$ cat src/rtl/core/product_counter_controller_defines.svh
// Assertion macros shared by the product counter controller RTL.
`ifndef PRODUCT_COUNTER_CONTROLLER_DEFINES_SVH
`define PRODUCT_COUNTER_CONTROLLER_DEFINES_SVH

// Checks that the consequent holds in the same cycle as the antecedent.
`define PCC_ASSERT_NOW(label, ante, cons, msg) \
    label: assert property (@(posedge clk) disable iff (!rst_n) (ante) |-> (cons)) \
        else $error(msg);

// Checks that the consequent holds in the cycle after the antecedent.
`define PCC_ASSERT_NEXT(label, ante, cons, msg) \
    label: assert property (@(posedge clk) disable iff (!rst_n) (ante) |=> (cons)) \
        else $error(msg);

`endif

$ cat src/rtl/core/pcc_pkg.sv
// Types and constants shared by the product counter controller.
package pcc_pkg;

    localparam int unsigned TARGET_W      = 16;
    localparam int unsigned COUNT_W       = 16;
    localparam int unsigned TICK_W        = 16;
    localparam int unsigned SECONDS_W     = 6;
    localparam int unsigned MINUTES_W     = 7;
    localparam int unsigned LOCKOUT_W     = 8;
    localparam int unsigned OP_W          = 3;
    localparam int unsigned CFG_INDEX_W   = 2;
    localparam int unsigned CFG_DATA_W    = 16;

    localparam int unsigned SECONDS_PER_MINUTE     = 60;
    localparam int unsigned MINUTES_WRAP           = 100;
    localparam int unsigned RESET_TICKS_PER_SECOND = 1000;
    localparam int unsigned RESET_LOCKOUT          = 20;
    localparam int unsigned RESET_TARGET           = 20;

    localparam int unsigned QUEUE_DEPTH_DEFAULT = 2;

    typedef enum logic [CFG_INDEX_W-1:0] {
        REG_TICKS_PER_SECOND = 2'd0,
        REG_LOCKOUT_TICKS    = 2'd1
    } cfg_index_t;

    typedef enum logic [OP_W-1:0] {
        OP_TICK       = 3'd0,
        OP_SENSOR     = 3'd1,
        OP_START      = 3'd2,
        OP_STOP       = 3'd3,
        OP_TOGGLE     = 3'd4,
        OP_RESET      = 3'd5,
        OP_SET_TARGET = 3'd6
    } op_code_t;

    typedef enum logic [2:0] {
        CMD_NONE,
        CMD_TICK,
        CMD_SENSOR,
        CMD_START,
        CMD_STOP,
        CMD_TOGGLE,
        CMD_CLEAR,
        CMD_SET_TARGET
    } cmd_kind_t;

    typedef enum logic [1:0] {
        LS_PAUSE = 2'd0,
        LS_RUN   = 2'd1,
        LS_ALARM = 2'd2
    } line_state_t;

    typedef struct packed {
        cmd_kind_t           kind;
        logic [TARGET_W-1:0] target;
    } cmd_t;

    typedef struct packed {
        line_state_t          line_state;
        logic [COUNT_W-1:0]   product_total;
        logic [MINUTES_W-1:0] minutes_run;
        logic [SECONDS_W-1:0] seconds_run;
        logic [TARGET_W-1:0]  target_now;
        logic                 refused;
        logic                 alarm_raised;
    } report_t;

endpackage

$ cat src/rtl/core/pcc_channels.sv
// Stream interfaces for the event words and the report words.
interface pcc_event_if;
    logic       valid;
    logic       ready;
    logic [2:0] operation;
    logic [15:0] new_target;

    modport source (output valid, output operation, output new_target, input ready);
    modport sink (input valid, input operation, input new_target, output ready);
endinterface

interface pcc_report_if;
    logic        valid;
    logic        ready;
    logic [1:0]  line_state;
    logic [15:0] product_total;
    logic [6:0]  minutes_run;
    logic [5:0]  seconds_run;
    logic [15:0] target_now;
    logic        refused;
    logic        alarm_raised;

    modport source (
        output valid, output line_state, output product_total, output minutes_run,
        output seconds_run, output target_now, output refused, output alarm_raised,
        input ready
    );
    modport sink (
        input valid, input line_state, input product_total, input minutes_run,
        input seconds_run, input target_now, input refused, input alarm_raised,
        output ready
    );
endinterface

$ cat src/rtl/core/product_counter_controller.sv
// Top level of the production-line counter controller.
// One event word is accepted per clock cycle while the command queue has
// room, and each one yields exactly one report word. An accepted event first
// enters a short command queue, the back end updates the line state as it
// pops it, and the report is registered in an output register when the back
// end pops the command and is held there until it is taken. The back end's
// state update, done as each command is popped, sets the one-event-per-cycle
// rate; the queue and the output register let the event side keep going,
// until the queue is full, while a report waits to be taken. Configuration
// writes (ticks per second at index 0, sensor lockout at index 1) take effect
// on the next cycle and should be made while no event is in flight.
module product_counter_controller #(
    parameter int unsigned QUEUE_DEPTH = pcc_pkg::QUEUE_DEPTH_DEFAULT
) (
    input  logic                            clk,
    input  logic                            rst_n,
    pcc_event_if.sink                       events,
    pcc_report_if.source                    reports,
    input  logic                            write_enable,
    input  logic [pcc_pkg::CFG_INDEX_W-1:0] write_index,
    input  logic [pcc_pkg::CFG_DATA_W-1:0]  write_data
);
    import pcc_pkg::*;

    logic push_valid;
    logic push_ready;
    cmd_t push_word;
    logic pop_valid;
    logic pop_ready;
    cmd_t pop_word;

    pcc_front u_front (
        .events     (events),
        .push_valid (push_valid),
        .push_ready (push_ready),
        .push_word  (push_word)
    );

    pcc_queue #(
        .QUEUE_DEPTH (QUEUE_DEPTH)
    ) u_queue (
        .clk        (clk),
        .rst_n      (rst_n),
        .push_valid (push_valid),
        .push_ready (push_ready),
        .push_word  (push_word),
        .pop_valid  (pop_valid),
        .pop_ready  (pop_ready),
        .pop_word   (pop_word)
    );

    pcc_back u_back (
        .clk          (clk),
        .rst_n        (rst_n),
        .pop_valid    (pop_valid),
        .pop_ready    (pop_ready),
        .pop_word     (pop_word),
        .write_enable (write_enable),
        .write_index  (write_index),
        .write_data   (write_data),
        .reports      (reports)
    );

endmodule

$ cat src/rtl/core/pcc_front.sv
// Front end: accepts event words and classifies them into commands.
module pcc_front (
    pcc_event_if.sink    events,
    output logic         push_valid,
    input  logic         push_ready,
    output pcc_pkg::cmd_t push_word
);
    import pcc_pkg::*;

    assign events.ready = push_ready;
    assign push_valid   = events.valid;

    always_comb
    begin
        push_word.target = events.new_target;
        case (events.operation)
            OP_TICK:       push_word.kind = CMD_TICK;
            OP_SENSOR:     push_word.kind = CMD_SENSOR;
            OP_START:      push_word.kind = CMD_START;
            OP_STOP:       push_word.kind = CMD_STOP;
            OP_TOGGLE:     push_word.kind = CMD_TOGGLE;
            OP_RESET:      push_word.kind = CMD_CLEAR;
            OP_SET_TARGET: push_word.kind = CMD_SET_TARGET;
            default:       push_word.kind = CMD_NONE;
        endcase
    end

endmodule

$ cat src/rtl/core/pcc_queue.sv
// Short command queue between the front end and the back end.
module pcc_queue #(
    parameter int unsigned QUEUE_DEPTH = pcc_pkg::QUEUE_DEPTH_DEFAULT
) (
    input  logic          clk,
    input  logic          rst_n,
    input  logic          push_valid,
    output logic          push_ready,
    input  pcc_pkg::cmd_t push_word,
    output logic          pop_valid,
    input  logic          pop_ready,
    output pcc_pkg::cmd_t pop_word
);
    import pcc_pkg::*;

    localparam int unsigned PTR_W = $clog2(QUEUE_DEPTH);
    localparam int unsigned CNT_W = $clog2(QUEUE_DEPTH + 1);
    localparam logic [PTR_W-1:0] PTR_LAST = PTR_W'(QUEUE_DEPTH - 1);
    localparam logic [CNT_W-1:0] CNT_FULL = CNT_W'(QUEUE_DEPTH);

    cmd_t             entries_reg [QUEUE_DEPTH];
    logic [PTR_W-1:0] wr_ptr_reg;
    logic [PTR_W-1:0] wr_ptr_next;
    logic [PTR_W-1:0] rd_ptr_reg;
    logic [PTR_W-1:0] rd_ptr_next;
    logic [CNT_W-1:0] fill_reg;
    logic [CNT_W-1:0] fill_next;
    logic             push_fire;
    logic             pop_fire;

    assign push_ready = (fill_reg != CNT_FULL);
    assign pop_valid  = (fill_reg != '0);
    assign pop_word   = entries_reg[rd_ptr_reg];
    assign push_fire  = push_valid && push_ready;
    assign pop_fire   = pop_valid && pop_ready;

    always_comb
    begin
        wr_ptr_next = wr_ptr_reg;
        rd_ptr_next = rd_ptr_reg;
        fill_next   = fill_reg;
        if (push_fire)
        begin
            wr_ptr_next = (wr_ptr_reg == PTR_LAST) ? '0 : wr_ptr_reg + 1'b1;
        end
        if (pop_fire)
        begin
            rd_ptr_next = (rd_ptr_reg == PTR_LAST) ? '0 : rd_ptr_reg + 1'b1;
        end
        if (push_fire && !pop_fire)
        begin
            fill_next = fill_reg + 1'b1;
        end
        else if (pop_fire && !push_fire)
        begin
            fill_next = fill_reg - 1'b1;
        end
    end

    always_ff @(posedge clk or negedge rst_n)
    begin
        if (!rst_n)
        begin
            wr_ptr_reg <= '0;
            rd_ptr_reg <= '0;
            fill_reg   <= '0;
        end
        else
        begin
            wr_ptr_reg <= wr_ptr_next;
            rd_ptr_reg <= rd_ptr_next;
            fill_reg   <= fill_next;
        end
    end

    always_ff @(posedge clk)
    begin
        if (push_fire)
        begin
            entries_reg[wr_ptr_reg] <= push_word;
        end
    end

endmodule

$ cat src/rtl/core/pcc_back.sv
// Back end: line state, counters, configuration registers and the report register.
`include "product_counter_controller_defines.svh"

module pcc_back (
    input  logic                             clk,
    input  logic                             rst_n,
    input  logic                             pop_valid,
    output logic                             pop_ready,
    input  pcc_pkg::cmd_t                    pop_word,
    input  logic                             write_enable,
    input  logic [pcc_pkg::CFG_INDEX_W-1:0]  write_index,
    input  logic [pcc_pkg::CFG_DATA_W-1:0]   write_data,
    pcc_report_if.source                     reports
);
    import pcc_pkg::*;

    localparam logic [SECONDS_W-1:0] SEC_WRAP = SECONDS_W'(SECONDS_PER_MINUTE);
    localparam logic [MINUTES_W-1:0] MIN_WRAP = MINUTES_W'(MINUTES_WRAP);

    logic [TICK_W-1:0]    tps_reg;
    logic [LOCKOUT_W-1:0] lockout_ticks_reg;

    logic                 running_reg,    running_next;
    logic                 alarm_reg,      alarm_next;
    logic [COUNT_W-1:0]   count_reg,      count_next;
    logic [TARGET_W-1:0]  target_reg,     target_next;
    logic [TICK_W-1:0]    tick_count_reg, tick_count_next;
    logic [SECONDS_W-1:0] seconds_reg,    seconds_next;
    logic [MINUTES_W-1:0] minutes_reg,    minutes_next;
    logic [LOCKOUT_W-1:0] lockout_reg,    lockout_next;
    logic                 out_valid_reg,  out_valid_next;
    report_t              report_reg,     report_next;

    logic [TICK_W-1:0]    tick_inc;
    logic [SECONDS_W-1:0] seconds_inc;
    logic [MINUTES_W-1:0] minutes_inc;
    logic                 pop_fire;
    logic                 refused;
    logic                 raised;

    assign pop_ready   = !out_valid_reg || reports.ready;
    assign pop_fire    = pop_valid && pop_ready;
    assign tick_inc    = tick_count_reg + 1'b1;
    assign seconds_inc = seconds_reg + 1'b1;
    assign minutes_inc = minutes_reg + 1'b1;

    always_comb
    begin
        running_next    = running_reg;
        alarm_next      = alarm_reg;
        count_next      = count_reg;
        target_next     = target_reg;
        tick_count_next = tick_count_reg;
        seconds_next    = seconds_reg;
        minutes_next    = minutes_reg;
        lockout_next    = lockout_reg;
        refused         = 1'b0;
        raised          = 1'b0;

        if (pop_fire)
        begin
            case (pop_word.kind)
                CMD_TICK:
                begin
                    if (running_reg)
                    begin
                        if (tick_inc >= tps_reg)
                        begin
                            tick_count_next = '0;
                            if (seconds_inc >= SEC_WRAP)
                            begin
                                seconds_next = '0;
                                minutes_next = (minutes_inc >= MIN_WRAP) ? '0 : minutes_inc;
                            end
                            else
                            begin
                                seconds_next = seconds_inc;
                            end
                        end
                        else
                        begin
                            tick_count_next = tick_inc;
                        end
                    end
                    if (lockout_reg != '0)
                    begin
                        lockout_next = lockout_reg - 1'b1;
                    end
                end
                CMD_SENSOR:
                begin
                    if (lockout_reg == '0)
                    begin
                        lockout_next = lockout_ticks_reg;
                        if (running_reg)
                        begin
                            count_next = count_reg + 1'b1;
                        end
                    end
                end
                CMD_START:
                begin
                    if (alarm_reg)
                    begin
                        refused = 1'b1;
                    end
                    else
                    begin
                        running_next = 1'b1;
                    end
                end
                CMD_STOP:
                begin
                    running_next = 1'b0;
                end
                CMD_TOGGLE:
                begin
                    if (alarm_reg)
                    begin
                        refused = 1'b1;
                    end
                    else
                    begin
                        running_next = !running_reg;
                    end
                end
                CMD_CLEAR:
                begin
                    count_next      = '0;
                    seconds_next    = '0;
                    minutes_next    = '0;
                    tick_count_next = '0;
                    alarm_next      = 1'b0;
                end
                CMD_SET_TARGET:
                begin
                    target_next = pop_word.target;
                    if (alarm_reg && (count_reg < pop_word.target))
                    begin
                        alarm_next = 1'b0;
                    end
                end
                default:
                begin
                end
            endcase

            // A running line that has reached its target stops in alarm.
            if (running_next && (count_next >= target_next))
            begin
                running_next = 1'b0;
                alarm_next   = 1'b1;
                raised       = 1'b1;
            end
        end
    end

    always_comb
    begin
        report_next = report_reg;
        out_valid_next = out_valid_reg && !reports.ready;
        if (pop_fire)
        begin
            out_valid_next           = 1'b1;
            report_next.line_state   = alarm_next ? LS_ALARM : (running_next ? LS_RUN : LS_PAUSE);
            report_next.product_total = count_next;
            report_next.minutes_run  = minutes_next;
            report_next.seconds_run  = seconds_next;
            report_next.target_now   = target_next;
            report_next.refused      = refused;
            report_next.alarm_raised = raised;
        end
    end

    always_ff @(posedge clk or negedge rst_n)
    begin
        if (!rst_n)
        begin
            tps_reg           <= TICK_W'(RESET_TICKS_PER_SECOND);
            lockout_ticks_reg <= LOCKOUT_W'(RESET_LOCKOUT);
        end
        else if (write_enable)
        begin
            case (write_index)
                REG_TICKS_PER_SECOND: tps_reg <= write_data[TICK_W-1:0];
                REG_LOCKOUT_TICKS:    lockout_ticks_reg <= write_data[LOCKOUT_W-1:0];
                default:
                begin
                end
            endcase
        end
    end

    always_ff @(posedge clk or negedge rst_n)
    begin
        if (!rst_n)
        begin
            running_reg    <= 1'b0;
            alarm_reg      <= 1'b0;
            count_reg      <= '0;
            target_reg     <= TARGET_W'(RESET_TARGET);
            tick_count_reg <= '0;
            seconds_reg    <= '0;
            minutes_reg    <= '0;
            lockout_reg    <= '0;
            out_valid_reg  <= 1'b0;
        end
        else
        begin
            running_reg    <= running_next;
            alarm_reg      <= alarm_next;
            count_reg      <= count_next;
            target_reg     <= target_next;
            tick_count_reg <= tick_count_next;
            seconds_reg    <= seconds_next;
            minutes_reg    <= minutes_next;
            lockout_reg    <= lockout_next;
            out_valid_reg  <= out_valid_next;
        end
    end

    always_ff @(posedge clk)
    begin
        report_reg <= report_next;
    end

    assign reports.valid         = out_valid_reg;
    assign reports.line_state    = report_reg.line_state;
    assign reports.product_total = report_reg.product_total;
    assign reports.minutes_run   = report_reg.minutes_run;
    assign reports.seconds_run   = report_reg.seconds_run;
    assign reports.target_now    = report_reg.target_now;
    assign reports.refused       = report_reg.refused;
    assign reports.alarm_raised  = report_reg.alarm_raised;

    `PCC_ASSERT_NOW(a_run_alarm_excl, running_reg, !alarm_reg, "line runs while in alarm")
    `PCC_ASSERT_NOW(a_run_below_target, running_reg, count_reg < target_reg, "running at target")
    `PCC_ASSERT_NEXT(a_target_taken, pop_fire && (pop_word.kind == CMD_SET_TARGET), target_reg == $past(pop_word.target), "target not taken")
    `PCC_ASSERT_NOW(a_raised_state, out_valid_reg && report_reg.alarm_raised, report_reg.line_state == LS_ALARM, "raised without alarm")

endmodule
$ cat src/flat_wrapper.sv
// flat-port wrapper written by rule: the top's interface ports become plain ports
module product_counter_controller_flat import pcc_pkg::*;
#(
    parameter int unsigned QUEUE_DEPTH = pcc_pkg::QUEUE_DEPTH_DEFAULT
)
  (clk, rst_n, write_enable, write_index, write_data, events_valid, events_operation, events_new_target, events_ready, reports_valid, reports_line_state, reports_product_total, reports_minutes_run, reports_seconds_run, reports_target_now, reports_refused, reports_alarm_raised, reports_ready);
  pcc_event_if events_i ();
  pcc_report_if reports_i ();
  input  logic clk;
  input  logic rst_n;
  input  logic write_enable;
  input  logic [pcc_pkg::CFG_INDEX_W-1:0] write_index;
  input  logic [pcc_pkg::CFG_DATA_W-1:0] write_data;
  input wire logic [$bits(events_i.valid)-1:0] events_valid;
  input wire logic [$bits(events_i.operation)-1:0] events_operation;
  input wire logic [$bits(events_i.new_target)-1:0] events_new_target;
  output wire logic [$bits(events_i.ready)-1:0] events_ready;
  output wire logic [$bits(reports_i.valid)-1:0] reports_valid;
  output wire logic [$bits(reports_i.line_state)-1:0] reports_line_state;
  output wire logic [$bits(reports_i.product_total)-1:0] reports_product_total;
  output wire logic [$bits(reports_i.minutes_run)-1:0] reports_minutes_run;
  output wire logic [$bits(reports_i.seconds_run)-1:0] reports_seconds_run;
  output wire logic [$bits(reports_i.target_now)-1:0] reports_target_now;
  output wire logic [$bits(reports_i.refused)-1:0] reports_refused;
  output wire logic [$bits(reports_i.alarm_raised)-1:0] reports_alarm_raised;
  input wire logic [$bits(reports_i.ready)-1:0] reports_ready;
  assign events_i.valid = events_valid;
  assign events_i.operation = events_operation;
  assign events_i.new_target = events_new_target;
  assign events_ready = events_i.ready;
  assign reports_valid = reports_i.valid;
  assign reports_line_state = reports_i.line_state;
  assign reports_product_total = reports_i.product_total;
  assign reports_minutes_run = reports_i.minutes_run;
  assign reports_seconds_run = reports_i.seconds_run;
  assign reports_target_now = reports_i.target_now;
  assign reports_refused = reports_i.refused;
  assign reports_alarm_raised = reports_i.alarm_raised;
  assign reports_i.ready = reports_ready;
  product_counter_controller #(.QUEUE_DEPTH(QUEUE_DEPTH)) u_core (.clk(clk), .rst_n(rst_n), .events(events_i), .reports(reports_i), .write_enable(write_enable), .write_index(write_index), .write_data(write_data));
endmodule
$ cat config.mk
export PLATFORM = sky130hd
export DESIGN_NAME = product_counter_controller_flat
export DESIGN_NICKNAME = d
export VERILOG_FILES = /design/src/rtl/core/pcc_pkg.sv /design/src/rtl/core/pcc_channels.sv /design/src/rtl/core/product_counter_controller.sv /design/src/rtl/core/pcc_front.sv /design/src/rtl/core/pcc_queue.sv /design/src/rtl/core/pcc_back.sv /design/src/flat_wrapper.sv
export VERILOG_INCLUDE_DIRS = /design/src /design/src/rtl/core
export SDC_FILE = /design/constraint.sdc
export NUM_CORES = 1
export LEC_CHECK = 0
export BUFFER_PORTS_ARGS = -buffer_cell sky130_fd_sc_hd__buf_2
export CORE_AREA = 4 4 160 162
export CTS_CLUSTER_DIAMETER = 40
export DETAILED_ROUTE_END_ITERATION = 10
export DIE_AREA = 0 0 164 166
export PLACE_DENSITY = 0.65
export SYNTH_ARGS = -nofsm -noshare
export SYNTH_HDL_FRONTEND = slang
export SYNTH_SLANG_ARGS = --single-unit
$ cat constraint.sdc
create_clock -name clk -period 5.17 [get_ports clk]
set_clock_uncertainty 0.05 [all_clocks]
set_input_delay 0.7755 -clock clk [delete_from_list [all_inputs] [get_ports clk]]
set_output_delay 0.7755 -clock clk [all_outputs]
set_load 0.05 [all_outputs]
==> results of run 1 <==
[cell families after synthesis]
logic type,after synthesis
compound gates,220
xor+xnor,36
fa+ha+maj,59
buf+inv,68
flops,187
mux,35
simple gates,260
[worst max-delay path by stage]
stage                                  from  slack, ps  cells after the start                             endpoint
2_1_floorplan  u_core.u_back.lockout_reg[0]       1320                     17  u_core.u_back.reports.line_state[1]
3_3_place_gp   u_core.u_back.lockout_reg[0]        920                     15  u_core.u_back.reports.line_state[1]
3_5_place_dp   u_core.u_back.lockout_reg[0]        780                     15  u_core.u_back.reports.line_state[1]
4_1_cts        u_core.u_back.lockout_reg[0]        750                     15  u_core.u_back.reports.line_state[1]
5_1_grt        u_core.u_back.lockout_reg[0]        360                     15  u_core.u_back.reports.line_state[1]
6_report       u_core.u_back.lockout_reg[0]        760                     15  u_core.u_back.reports.line_state[1]
[cell usage in the layout (no fill, tap or decap), types with 3 or more instances in the layout]
| cell type | instances |
|---|---|
| sky130_fd_sc_hd__a2111o_1 | 3 |
| sky130_fd_sc_hd__a2111oi_0 | 3 |
| sky130_fd_sc_hd__a211oi_1 | 3 |
| sky130_fd_sc_hd__a21o_1 | 7 |
| sky130_fd_sc_hd__a21oi_1 | 34 |
| sky130_fd_sc_hd__a221o_1 | 3 |
| sky130_fd_sc_hd__a22o_1 | 10 |
| sky130_fd_sc_hd__a31oi_1 | 19 |
| sky130_fd_sc_hd__and2_1 | 7 |
| sky130_fd_sc_hd__and3_1 | 16 |
| sky130_fd_sc_hd__and4_1 | 5 |
| sky130_fd_sc_hd__buf_2 | 91 |
| sky130_fd_sc_hd__buf_4 | 12 |
| sky130_fd_sc_hd__clkbuf_16 | 18 |
| sky130_fd_sc_hd__clkinv_2 | 4 |
| sky130_fd_sc_hd__dfrtp_1 | 90 |
| sky130_fd_sc_hd__dfstp_2 | 10 |
| sky130_fd_sc_hd__edfxtp_1 | 87 |
| sky130_fd_sc_hd__ha_1 | 59 |
| sky130_fd_sc_hd__inv_1 | 32 |
| sky130_fd_sc_hd__mux2_2 | 14 |
| sky130_fd_sc_hd__mux2i_1 | 21 |
| sky130_fd_sc_hd__nand2_1 | 92 |
| sky130_fd_sc_hd__nand2b_1 | 14 |
| sky130_fd_sc_hd__nand3_1 | 31 |
| sky130_fd_sc_hd__nand3b_1 | 3 |
| sky130_fd_sc_hd__nand4_1 | 7 |
| sky130_fd_sc_hd__nor2_1 | 45 |
| sky130_fd_sc_hd__nor2b_1 | 4 |
| sky130_fd_sc_hd__nor3_1 | 11 |
| sky130_fd_sc_hd__nor3b_1 | 3 |
| sky130_fd_sc_hd__o211ai_1 | 6 |
| sky130_fd_sc_hd__o21a_1 | 5 |
| sky130_fd_sc_hd__o21ai_0 | 87 |
| sky130_fd_sc_hd__o31ai_1 | 10 |
| sky130_fd_sc_hd__or2b_1 | 3 |
| sky130_fd_sc_hd__or3_1 | 6 |
| sky130_fd_sc_hd__xnor2_1 | 21 |
| sky130_fd_sc_hd__xor2_1 | 15 |
[area by class of cell]
| type | instances | area [um2] |
|---|---|---|
| fill | 2288 | 13200 |
| sequential | 187 | 5127 |
| timing repair buffer | 103 | 545.5 |
| clock inverter | 11 | 92.59 |
| clock buffer | 21 | 471.7 |
| multi-input combinational | 610 | 4144 |
| inverter | 33 | 123.9 |
| tap | 324 | 405.4 |
[power by group through the flow]
stage | sequential, W | combinational, W | clock (W)
2_1_floorplan | 0.00275 | 0.000995 | 0
3_3_place_gp | 0.00225 | 0.00204 | 0
3_5_place_dp | 0.00226 | 0.00206 | 0
4_1_cts | 0.00223 | 0.00207 | 0.00130
5_1_grt | 0.00227 | 0.00226 | 0.00137
6_report | 0.00223 | 0.00205 | 0.00126
[worst reg2reg max path: cells and delay by family, from the launching register on]
| family | cells | cell delay, ps |
|---|---|---|
| AO/OA/AOI/OAI | 6 | 1680 |
| XOR/XNOR | 1 | 130 |
| flip-flops | 1 | 390 |
| buffers and inverters | 1 | 120 |
| adder cells (fa/ha/maj) | 2 | 470 |
| AND/OR/NAND/NOR | 5 | 1310 |
[layer usage]
metal  vias to the layer above  global-route usage, %  wire length, um
met4                         6                  4.230              303
met1                      3180                  22.34             9940
met5                         -                      0               33
li1                       3391                      -                -
met3                        25                  4.269             1048
met2                       128                  22.76             9214
[through the flow]
stage	total power, W	cells	utilization, %
finish	0.005535	1289	45.26
global route	0.005901	1289	45.26
CTS	0.005600	1289	45.26
detailed placement	0.004319	1257	42.92
global placement	0.004289	1257	42.92
floorplan	0.003747	865	-
==> key figures, run 1 <==
Synthesis
  – Number of unique standard cell types used by synthesis: 67
  – Top post-synthesis cells by count: 92 x sky130_fd_sc_hd__nand2_1, 90 x sky130_fd_sc_hd__dfrtp_1, 88 x sky130_fd_sc_hd__o21ai_0
  – Area share of and/or/nand/nor cells after synthesis: 13.51%
  – Mux contribution to synthesized area: 3.861%
  – Adder and majority cell fraction of the synthesized area: 7.749%
  – Share of flip-flops with an asynchronous set or reset: 53.48%
  – Flip-flop and latch count after synthesis: 187
  – Synth Cell Area: 9527 um2
  – Average instance area after synthesis: 11.01 um2
  – Sequential-to-total area share from yosys stat: 53.82%
  – Synth Area in XOR/XNOR: 3.310%
  – Combinational family with the most area after synthesis: compound AO/OA/AOI/OAI gates
  – Area share of the largest cell type after synthesis: 27.42%
  – Most used flip-flop cell after synthesis: sky130_fd_sc_hd__dfrtp_1
  – Number of warnings reported in the yosys synthesis log: 0
  – Library cell with the highest instance count after synthesis: sky130_fd_sc_hd__nand2_1
  – Most area-hungry cell type in the Yosys netlist: sky130_fd_sc_hd__edfxtp_1
  – Synth Instances: 865
  – Syn_nets: 966
  – Largest cells by area after synthesis: sky130_fd_sc_hd__edfxtp_1 27%, sky130_fd_sc_hd__dfrtp_1 24%, sky130_fd_sc_hd__ha_1 7.7%
  – Number of synthesized flops with an enable pin: 87
  – Compound-gate portion of the synthesized area: 14.79%

Worst setup path
  – Kind of end point of the critical path: register
  – End of the worst register-to-register path: u_core.u_back.reports.line_state[1]
  – Signal arrival time at the worst endpoint: 4540 ps
  – Worst Reg2Reg Path Length in Cells: 15
  – Max stage delay cell, worst path: sky130_fd_sc_hd__and4_1
  – CP bufs+invs: 1
  – Type of the setup path with the least slack: reg2reg
  – Crit-path cells: inv_1 -> ha_1 -> nor3b_1 -> o2111a_1 -> and4_1 -> and3_1 -> xnor2_1 -> nor2_1 -> ha_1 -> a21o_1 -> a31oi_1 -> nor2_1 -> a2111oi_0 -> o41ai_1 -> a311o_1
  – Flop-to-flop setup slack: 760 ps
  – Startpoint of the most critical register-to-register path: u_core.u_back.lockout_reg[0]
  – CP required: 5300 ps
  – Category of cells accounting for the largest share of critical-path delay: compound AO/OA/AOI/OAI gates
  – Launching element type of the critical path: register
  – CP peak stage delay: 560 ps
  – Critical path peak fanout: 14

Clock tree
  – Clk Tree Root Cell: sky130_fd_sc_hd__clkbuf_16
  – Buffer depth of the longest clock path: 2
  – Count of cells resized by post-cts repair: 0
  – Number of clock sinks: 187
  – Reg clk slew, reported paths: 70 ps
  – Clock buffers created by TritonCTS: 17
  – # hold bufs at CTS: 0
  – Clock tree from TritonCTS: yes
  – Post-CTS repair timing setup buffer count: 0
  – Clock network latency to the later pin of the worst-skew pair: 430 ps
  – Maximum level of the CTS H-tree: 4

Power and ir drop
  – Internal power consumption: 0.003297 W
  – Sequential Power Share: 40.2%
  – Fraction of power consumed by combinational cells: 37.0%
  – Power density over the cells: 507.4 nW/um2
  – Switching Fraction: 40.44%
  – Static leakage: 4.683 nW
  – Clock network power share: 22.8%
  – Max IR drop VDD: 0.0002926 V
  – Switching power total: 0.002239 W

Route
  – Total via count in the routed design: 6730
  – First-pass iteration count of the detailed router: 5
  – Drt first-iter violations: 391
  – # DRC: 0
  – Via/cell ratio: 5.221
  – Routed wirelength normalized by instance count: 15.93 um
  – Number of nets with antenna violations after detailed routing: 0
  – Detailed Route WL: 20540 um

Timing
  – Worst Max-Slew Pin Slew: 882.2 ps
  – Worst slew margin relative to its limit: 40.97%
  – RSZ-0062 raised after global routing: false
  – Final Hold Fails: 0
  – Crit path setup slack, layout: 755.9 ps
  – Total negative slack for setup checks: 0 ps
  – Setup violators final: 0
  – Worst-case hold slack: 410.9 ps
  – Final worst-path cycle share: 85.38%
  – Maximum operating frequency: 226.5 MHz
  – Number of pins exceeding their max-slew limit in the final report: 0
  – Shortest clock period the worst path allows after layout: 4414 ps

Layout
  – Number of diodes added for antenna fixing: 0
  – Max reg flops: 38
  – Area growth from synthesis to layout: 14.53%
  – Design Area, Final: 10910 um2
  – NumNets Final: 1053
  – Fraction of layout cells with a size suffix above 1: 17.72%

Placed design
  – Area post-placement: 10350 um2
  – Final RePlAce weighted congestion: 0.8452
  – Count of port buffers added during placement: 92
  – Final HPWL DP: 14960 um
  – Worst Setup Slack post-DPL: 781.2 ps

Global route
  – Global-route wire length before repair: 33680 um
  – Maximum number of pins on one net before global-route repair: 68
  – Total Routing Usage GR: 15.41%
  – Overflow after GRT: 0
  – Antenna violations before repair: 3
  – Vias in the first global route: 6357

Floorplanning
  – Number of placed I/O pins: 93
  – Starting density of the core: 39.52%
  – Die area: 27220 um2
  – Width of the die: 164 um
  – Number of cell rows: 57
  – Placeable core area: 24110 um2
  – Overall die height: 166 um

Flow run
  – Max-Cap Viols: 0

Status
  – Outcome: complete, no violations

Min path
  – Kind of path behind the tightest hold check: in2async
Power figures use the tool's default switching activity.
==> run 2, diff against run 1 <==
- MAX_ROUTING_LAYER: not set -> met4
==> run 2 against run 1 <==
Clock-buffer cell count shrank 1; first-iteration DRC count is 1.5% lower; total power up 2.4%; critical path depth unchanged; critical endpoint unchanged; routed wire length grew 1.4%; global-route usage increased by 0.74 points; flip-flop and latch count stayed put; sequential power about the same; setup slack worse by 55 ps.
==> key figures, run 2 (same netlist as run 1, synthesis figures left out) <==
Global route
  – Vias in the first global route: 6499 (+2.2%)
  – Antenna violations before repair: 3 (unchanged)
  – Maximum number of pins on one net before global-route repair: 65 (-4.4%)
  – Overflow after GRT: 0 (unchanged)
  – Total Routing Usage GR: 16.14% (+0.74 points)
  – Global-route wire length before repair: 34630 um (+2.8%)

Route
  – Routed wirelength normalized by instance count: 16.12 um (+1.2%)
  – First-pass iteration count of the detailed router: 5 (unchanged)
  – # DRC: 0 (unchanged)
  – Number of nets with antenna violations after detailed routing: 0 (unchanged)
  – Via/cell ratio: 5.261 (+0.76%)
  – Drt first-iter violations: 385 (-1.5%)
  – Detailed Route WL: 20830 um (+1.4%)
  – Total via count in the routed design: 6797 (+1.0%)

Clock tree
  – Buffer depth of the longest clock path: 2 (unchanged)
  – Clk Tree Root Cell: sky130_fd_sc_hd__clkbuf_16
  – Count of cells resized by post-cts repair: 0 (unchanged)
  – Clock tree from TritonCTS: yes
  – Number of clock sinks: 187 (unchanged)
  – # hold bufs at CTS: 0 (unchanged)
  – Clock buffers created by TritonCTS: 17 (unchanged)
  – Post-CTS repair timing setup buffer count: 0 (unchanged)
  – Clock network latency to the later pin of the worst-skew pair: 430 ps (about the same)
  – Maximum level of the CTS H-tree: 4 (unchanged)
  – Reg clk slew, reported paths: 70 ps (about the same)

Layout
  – Fraction of layout cells with a size suffix above 1: 17.82% (+0.10 points)
  – Area growth from synthesis to layout: 15.23%
  – Max reg flops: 38 (unchanged)
  – Most frequent cells in the layout: 92 x sky130_fd_sc_hd__nand2_1, 91 x sky130_fd_sc_hd__buf_2, 90 x sky130_fd_sc_hd__dfrtp_1
  – Final-layout fill cell count: 2257 (-1.4%)
  – Leading cell type in the layout, fill and taps excluded: sky130_fd_sc_hd__nand2_1
  – NumNets Final: 1053 (unchanged)
  – Count of placed standard cells in the final layout, fillers left out: 1292 (+0.23%)

Timing
  – Worst-case hold slack: 386.8 ps (-24.09 ps)
  – Worst Max-Slew Pin Slew: 898.0 ps (+15.71 ps)
  – Worst slew margin relative to its limit: 39.92% (-1.1 points)
  – Total negative slack for setup checks: 0 ps (unchanged)
  – Final worst-path cycle share: 86.44% (+1.1 points)
  – Number of pins exceeding their max-slew limit in the final report: 0 (unchanged)
  – RSZ-0062 raised after global routing: false
  – Maximum operating frequency: 223.8 MHz (-1.2%)
  – Final Hold Fails: 0 (unchanged)
  – Setup violators final: 0 (unchanged)
  – Shortest clock period the worst path allows after layout: 4469 ps (+54.82 ps)

Worst setup path
  – Kind of end point of the critical path: register
  – Type of the setup path with the least slack: reg2reg
  – CP required: 5290 ps (about the same)
  – Launching element type of the critical path: register
  – Critical path peak fanout: 14 (unchanged)
  – Signal arrival time at the worst endpoint: 4590 ps (+50 ps)

Floorplanning
  – Number of placed I/O pins: 93 (unchanged)
  – Starting density of the core: 39.52% (unchanged)
  – Placeable core area: 24110 um2 (unchanged)
  – Die area: 27220 um2 (unchanged)
  – Number of cell rows: 57 (unchanged)
  – Overall die height: 166 um (unchanged)
  – Width of the die: 164 um (unchanged)

Min path
  – Kind of path behind the tightest hold check: in2async

Power and ir drop
  – Static leakage: 4.691 nW (+0.17%)
  – Power density over the cells: 516.3 nW/um2 (+1.8%)
  – Max IR drop VDD: 0.0004183 V (+43%)

Placed design
  – Count of port buffers added during placement: 92 (unchanged)
  – Final HPWL DP: 15130 um (+1.2%)
  – Cell total after placement: 1257 (unchanged)
  – Final RePlAce weighted congestion: 0.8878 (+5.0%)

Flow run
  – Max-Cap Viols: 0 (unchanged)

Status
  – Outcome: complete, no violations
-- run 2: layout make-up --
cell class / instances / area, um2 / area share (%)
inverter: 33 / 123.9 / 1.128
sequential: 187 / 5127 / 46.71
antenna: 3 / 7.507 / 0.06838
timing repair buffer: 103 / 545.5 / 4.969
clock inverter: 12 / 187.7 / 1.710
tap: 324 / 405.4 / 3.693
clock buffer: 20 / 436.7 / 3.978
multi-input combinational: 610 / 4144 / 37.75
-- run 2: path summary, 6_finish.rpt --
kind / start / endpoint / slack, ps / depth (start not counted)
setup reg to reg: u_core.u_back.lockout_reg[0] / u_core.u_back.reports.line_state[1] / 700 / 15
hold / removal: rst_n / u_core.u_back.tps_reg[10] / 390 / 1
min in group clk: u_core.u_queue.wr_ptr_reg / u_core.u_queue.wr_ptr_reg / 450 / 1
hold reg to reg: u_core.u_queue.wr_ptr_reg / u_core.u_queue.wr_ptr_reg / 450 / 1
max in group asynchronous: rst_n / u_core.u_back.count_reg[8] / 3640 / 2
setup / recovery: u_core.u_back.lockout_reg[0] / u_core.u_back.reports.line_state[1] / 700 / 15
-- run 2: critical path, stage by stage (launching register included) --
cell	delay, ps
sky130_fd_sc_hd__dfrtp_1	380
sky130_fd_sc_hd__inv_1	110
sky130_fd_sc_hd__ha_1	160
sky130_fd_sc_hd__nor3b_1	330
sky130_fd_sc_hd__o2111a_1	310
sky130_fd_sc_hd__and4_1	560
sky130_fd_sc_hd__and3_1	290
sky130_fd_sc_hd__xnor2_1	130
sky130_fd_sc_hd__nor2_1	60
sky130_fd_sc_hd__ha_1	320
sky130_fd_sc_hd__a21o_1	180
sky130_fd_sc_hd__a31oi_1	150
sky130_fd_sc_hd__nor2_1	50
sky130_fd_sc_hd__a2111oi_0	420
sky130_fd_sc_hd__o41ai_1	270
sky130_fd_sc_hd__a311o_1	430
-- run 2: metrics by stage --
step / utilization, % / cell area, um2 / total power (W) / setup WS (ps)
6_report: 45.54 / 10980 / 0.005668 / 701.1
5_1_grt: 45.54 / 10980 / 0.006044 / 447.7
4_1_cts: 45.51 / 10970 / 0.005735 / 777.3
3_5_place_dp: 42.92 / 10350 / 0.004330 / 815.4
3_3_place_gp: 42.92 / 10350 / 0.004290 / 889.0
2_1_floorplan: - / 9527 / 0.003747 / 1322
-- run 2: routing by layer --
metal  routed length (um)  vias to the layer above  GRT usage (%)
li1                     -                     3373              -
met1                10070                     3248          22.98
met2                 9289                      157          23.37
met3                 1192                       19          3.549
met4                  272                        0          4.486
met5                    0                        -              -
-- run 2: power by group --
group / internal (W) / total [W] / switching (W) / leakage, nW
clock: 0.000817 / 0.00138 / 0.000567 / 0.289
combinational: 0.000561 / 0.00206 / 0.00150 / 2.27
sequential: 0.00203 / 0.00223 / 0.000191 / 2.13
total: 0.00341 / 0.00567 / 0.00225 / 4.69
==> run 3, diff against run 2 <==
- PLACE_DENSITY: 0.65 -> 0.68
==> run 3 against run 2 <==
Combinational power about the same; setup slack worse by 180 ps; critical path type unchanged; routed wire length about the same; register-to-register slack worse by 180 ps; design area down 0.34%; sequential power about the same; largest power group unchanged; highest routed layer unchanged; die area unchanged.
==> key figures, run 3 (same netlist as run 1, synthesis figures left out) <==
Status
  – Outcome: complete, no violations

Global route
  – Vias in the first global route: 6705 (+3.2%)
  – Global-route wire length before repair: 34340 um (-0.84%)
  – Overflow after GRT: 0 (unchanged)
  – Total Routing Usage GR: 16.10% (-0.047 points)
  – Antenna violations before repair: 5 (+2)
  – Maximum number of pins on one net before global-route repair: 61 (-6.2%)

Layout
  – Max reg flops: 38 (unchanged)
  – Most frequent cells in the layout: 92 x sky130_fd_sc_hd__nand2_1, 91 x sky130_fd_sc_hd__buf_2, 90 x sky130_fd_sc_hd__dfrtp_1
  – Count of placed standard cells in the final layout, fillers left out: 1295 (+0.23%)
  – Layout Utilization: 45.39% (-0.16 points)
  – Leading cell type in the layout, fill and taps excluded: sky130_fd_sc_hd__nand2_1
  – Fraction of layout cells with a size suffix above 1: 17.82% (unchanged)
  – Area growth from synthesis to layout: 14.84%
  – NumNets Final: 1053 (unchanged)
  – Final-layout fill cell count: 2270 (+0.58%)

Worst setup path
  – End of the worst register-to-register path: u_core.u_back.reports.line_state[1]
  – Launching element type of the critical path: register
  – Startpoint of the most critical register-to-register path: u_core.u_back.lockout_reg[0]
  – Kind of end point of the critical path: register
  – Critical path peak fanout: 14 (unchanged)
  – Signal arrival time at the worst endpoint: 4770 ps (+180 ps)
  – Worst Reg2Reg Path Length in Cells: 15 (unchanged)
  – Type of the setup path with the least slack: reg2reg
  – Flop-to-flop setup slack: 520 ps (-180 ps)
  – CP required: 5290 ps (about the same)

Route
  – Detailed Route WL: 20820 um (about the same)
  – Routed wirelength normalized by instance count: 16.08 um (-0.27%)
  – Number of nets with antenna violations after detailed routing: 0 (unchanged)
  – Drt first-iter violations: 370 (-3.9%)
  – Total via count in the routed design: 6795 (-0.029%)
  – First-pass iteration count of the detailed router: 5 (unchanged)
  – Via/cell ratio: 5.247 (-0.26%)
  – # DRC: 0 (unchanged)

Timing
  – RSZ-0062 raised after global routing: false
  – Shortest clock period the worst path allows after layout: 4646 ps (+177.5 ps)
  – Crit path setup slack, layout: 523.6 ps (-177.5 ps)
  – Final Hold Fails: 0 (unchanged)
  – Worst slew margin relative to its limit: 38.65% (-1.3 points)
  – Maximum operating frequency: 215.2 MHz (-3.8%)
  – Worst Max-Slew Pin Slew: 920.3 ps (+22.34 ps)
  – Setup violators final: 0 (unchanged)
  – Total negative slack for setup checks: 0 ps (unchanged)
  – Number of pins exceeding their max-slew limit in the final report: 0 (unchanged)
  – Final worst-path cycle share: 89.87% (+3.4 points)

Floorplanning
  – Width of the die: 164 um (unchanged)
  – Number of cell rows: 57 (unchanged)
  – Number of placed I/O pins: 93 (unchanged)
  – Starting density of the core: 39.52% (unchanged)
  – Overall die height: 166 um (unchanged)
  – Die area: 27220 um2 (unchanged)
  – Placeable core area: 24110 um2 (unchanged)

Clock tree
  – Clock buffers created by TritonCTS: 17 (unchanged)
  – Clock network latency to the later pin of the worst-skew pair: 430 ps (about the same)
  – Number of clock sinks: 187 (unchanged)
  – Count of cells resized by post-cts repair: 0 (unchanged)
  – Reg clk slew, reported paths: 70 ps (about the same)
  – Buffer depth of the longest clock path: 2 (unchanged)
  – Clock tree from TritonCTS: yes
  – Clk Tree Root Cell: sky130_fd_sc_hd__clkbuf_16
  – # hold bufs at CTS: 0 (unchanged)
  – Maximum level of the CTS H-tree: 4 (unchanged)
  – Post-CTS repair timing setup buffer count: 0 (unchanged)

Power and ir drop
  – Static leakage: 4.687 nW (about the same)
  – Max IR drop VDD: 0.0003194 V (-24%)
  – Design Power: 0.005578 W (-1.6%)
  – Power density over the cells: 509.8 nW/um2 (-1.3%)

Placed design
  – Worst Setup Slack post-DPL: 660.8 ps (-154.5 ps)
  – Count of port buffers added during placement: 92 (unchanged)
  – Final HPWL DP: 15060 um (-0.49%)
  – Cell total after placement: 1257 (unchanged)
  – Final RePlAce weighted congestion: 0.9114 (+2.7%)

Flow run
  – Max-Cap Viols: 0 (unchanged)

Min path
  – Kind of path behind the tightest hold check: in2async
[run 3: cell count changes in the layout (fill, tap and decap cells not counted), sizes merged]
| cell | before | now |
|---|---|---|
| bufinv | 4 | 2 |
| inv | 36 | 37 |
| clkinvlp | 4 | 1 |
| diode | 3 | 6 |
| clkbuf | 20 | 22 |
| clkinv | 1 | 3 |
[run 3: per-layer routing]
| layer | wire [um] | global-route usage (%) | up-vias |
|---|---|---|---|
| met3 | 1098 | 4.617 | 17 |
| met5 | 0 | - | - |
| met2 | 9464 | 23.71 | 130 |
| li1 | - | - | 3370 |
| met1 | 9986 | 22.00 | 3278 |
| met4 | 269 | 4.121 | 0 |
[run 3: critical path: stages (launching register included)]
cell	delay [ps]
sky130_fd_sc_hd__dfrtp_1	380
sky130_fd_sc_hd__inv_1	110
sky130_fd_sc_hd__ha_1	160
sky130_fd_sc_hd__nor3b_1	350
sky130_fd_sc_hd__o2111a_1	460
sky130_fd_sc_hd__and4_1	540
sky130_fd_sc_hd__nand2_1	160
sky130_fd_sc_hd__xnor2_1	170
sky130_fd_sc_hd__nor2_1	60
sky130_fd_sc_hd__ha_1	310
sky130_fd_sc_hd__a21o_1	180
sky130_fd_sc_hd__a211oi_1	290
sky130_fd_sc_hd__nor3_1	90
sky130_fd_sc_hd__a2111oi_0	390
sky130_fd_sc_hd__o41ai_1	280
sky130_fd_sc_hd__a311o_1	420
[run 3: worst max-delay path by stage]
stage | startpoint | endpoint | slack, ps | cells past startpoint
floorplan | u_core.u_back.lockout_reg[0] | u_core.u_back.reports.line_state[1] | 1320 | 17
global placement | u_core.u_back.lockout_reg[0] | u_core.u_back.reports.line_state[1] | 760 | 15
detailed placement | u_core.u_back.lockout_reg[0] | u_core.u_back.reports.line_state[1] | 660 | 15
CTS | u_core.u_back.lockout_reg[0] | u_core.u_back.reports.line_state[1] | 620 | 15
global route | u_core.u_back.lockout_reg[0] | u_core.u_back.reports.line_state[1] | 240 | 15
finish | u_core.u_back.lockout_reg[0] | u_core.u_back.reports.line_state[1] | 520 | 15
[run 3: report_power, final]
part           switching, W  internal (W)
registers          0.000197       0.00203
clock network      0.000557      0.000742
logic               0.00148      0.000563
total               0.00224       0.00334
[run 3: layout make-up]
| type | count | area (um2) | share of cell area [%] |
|---|---|---|---|
| clock inverter | 10 | 115.1 | 1.052 |
| inverter | 33 | 123.9 | 1.132 |
| timing repair buffer | 103 | 545.5 | 4.986 |
| multi-input combinational | 610 | 4144 | 37.88 |
| antenna | 6 | 15.01 | 0.1372 |
| sequential | 187 | 5127 | 46.87 |
| tap | 324 | 405.4 | 3.705 |
| clock buffer | 22 | 464.2 | 4.243 |
[run 3: metrics by stage]
step	hold WS, ps	area, um2
2_1_floorplan	410.8	9527
6_report	363.3	10940
3_3_place_gp	425.4	10350
4_1_cts	392.4	10930
3_5_place_dp	437.2	10350
5_1_grt	424.5	10940
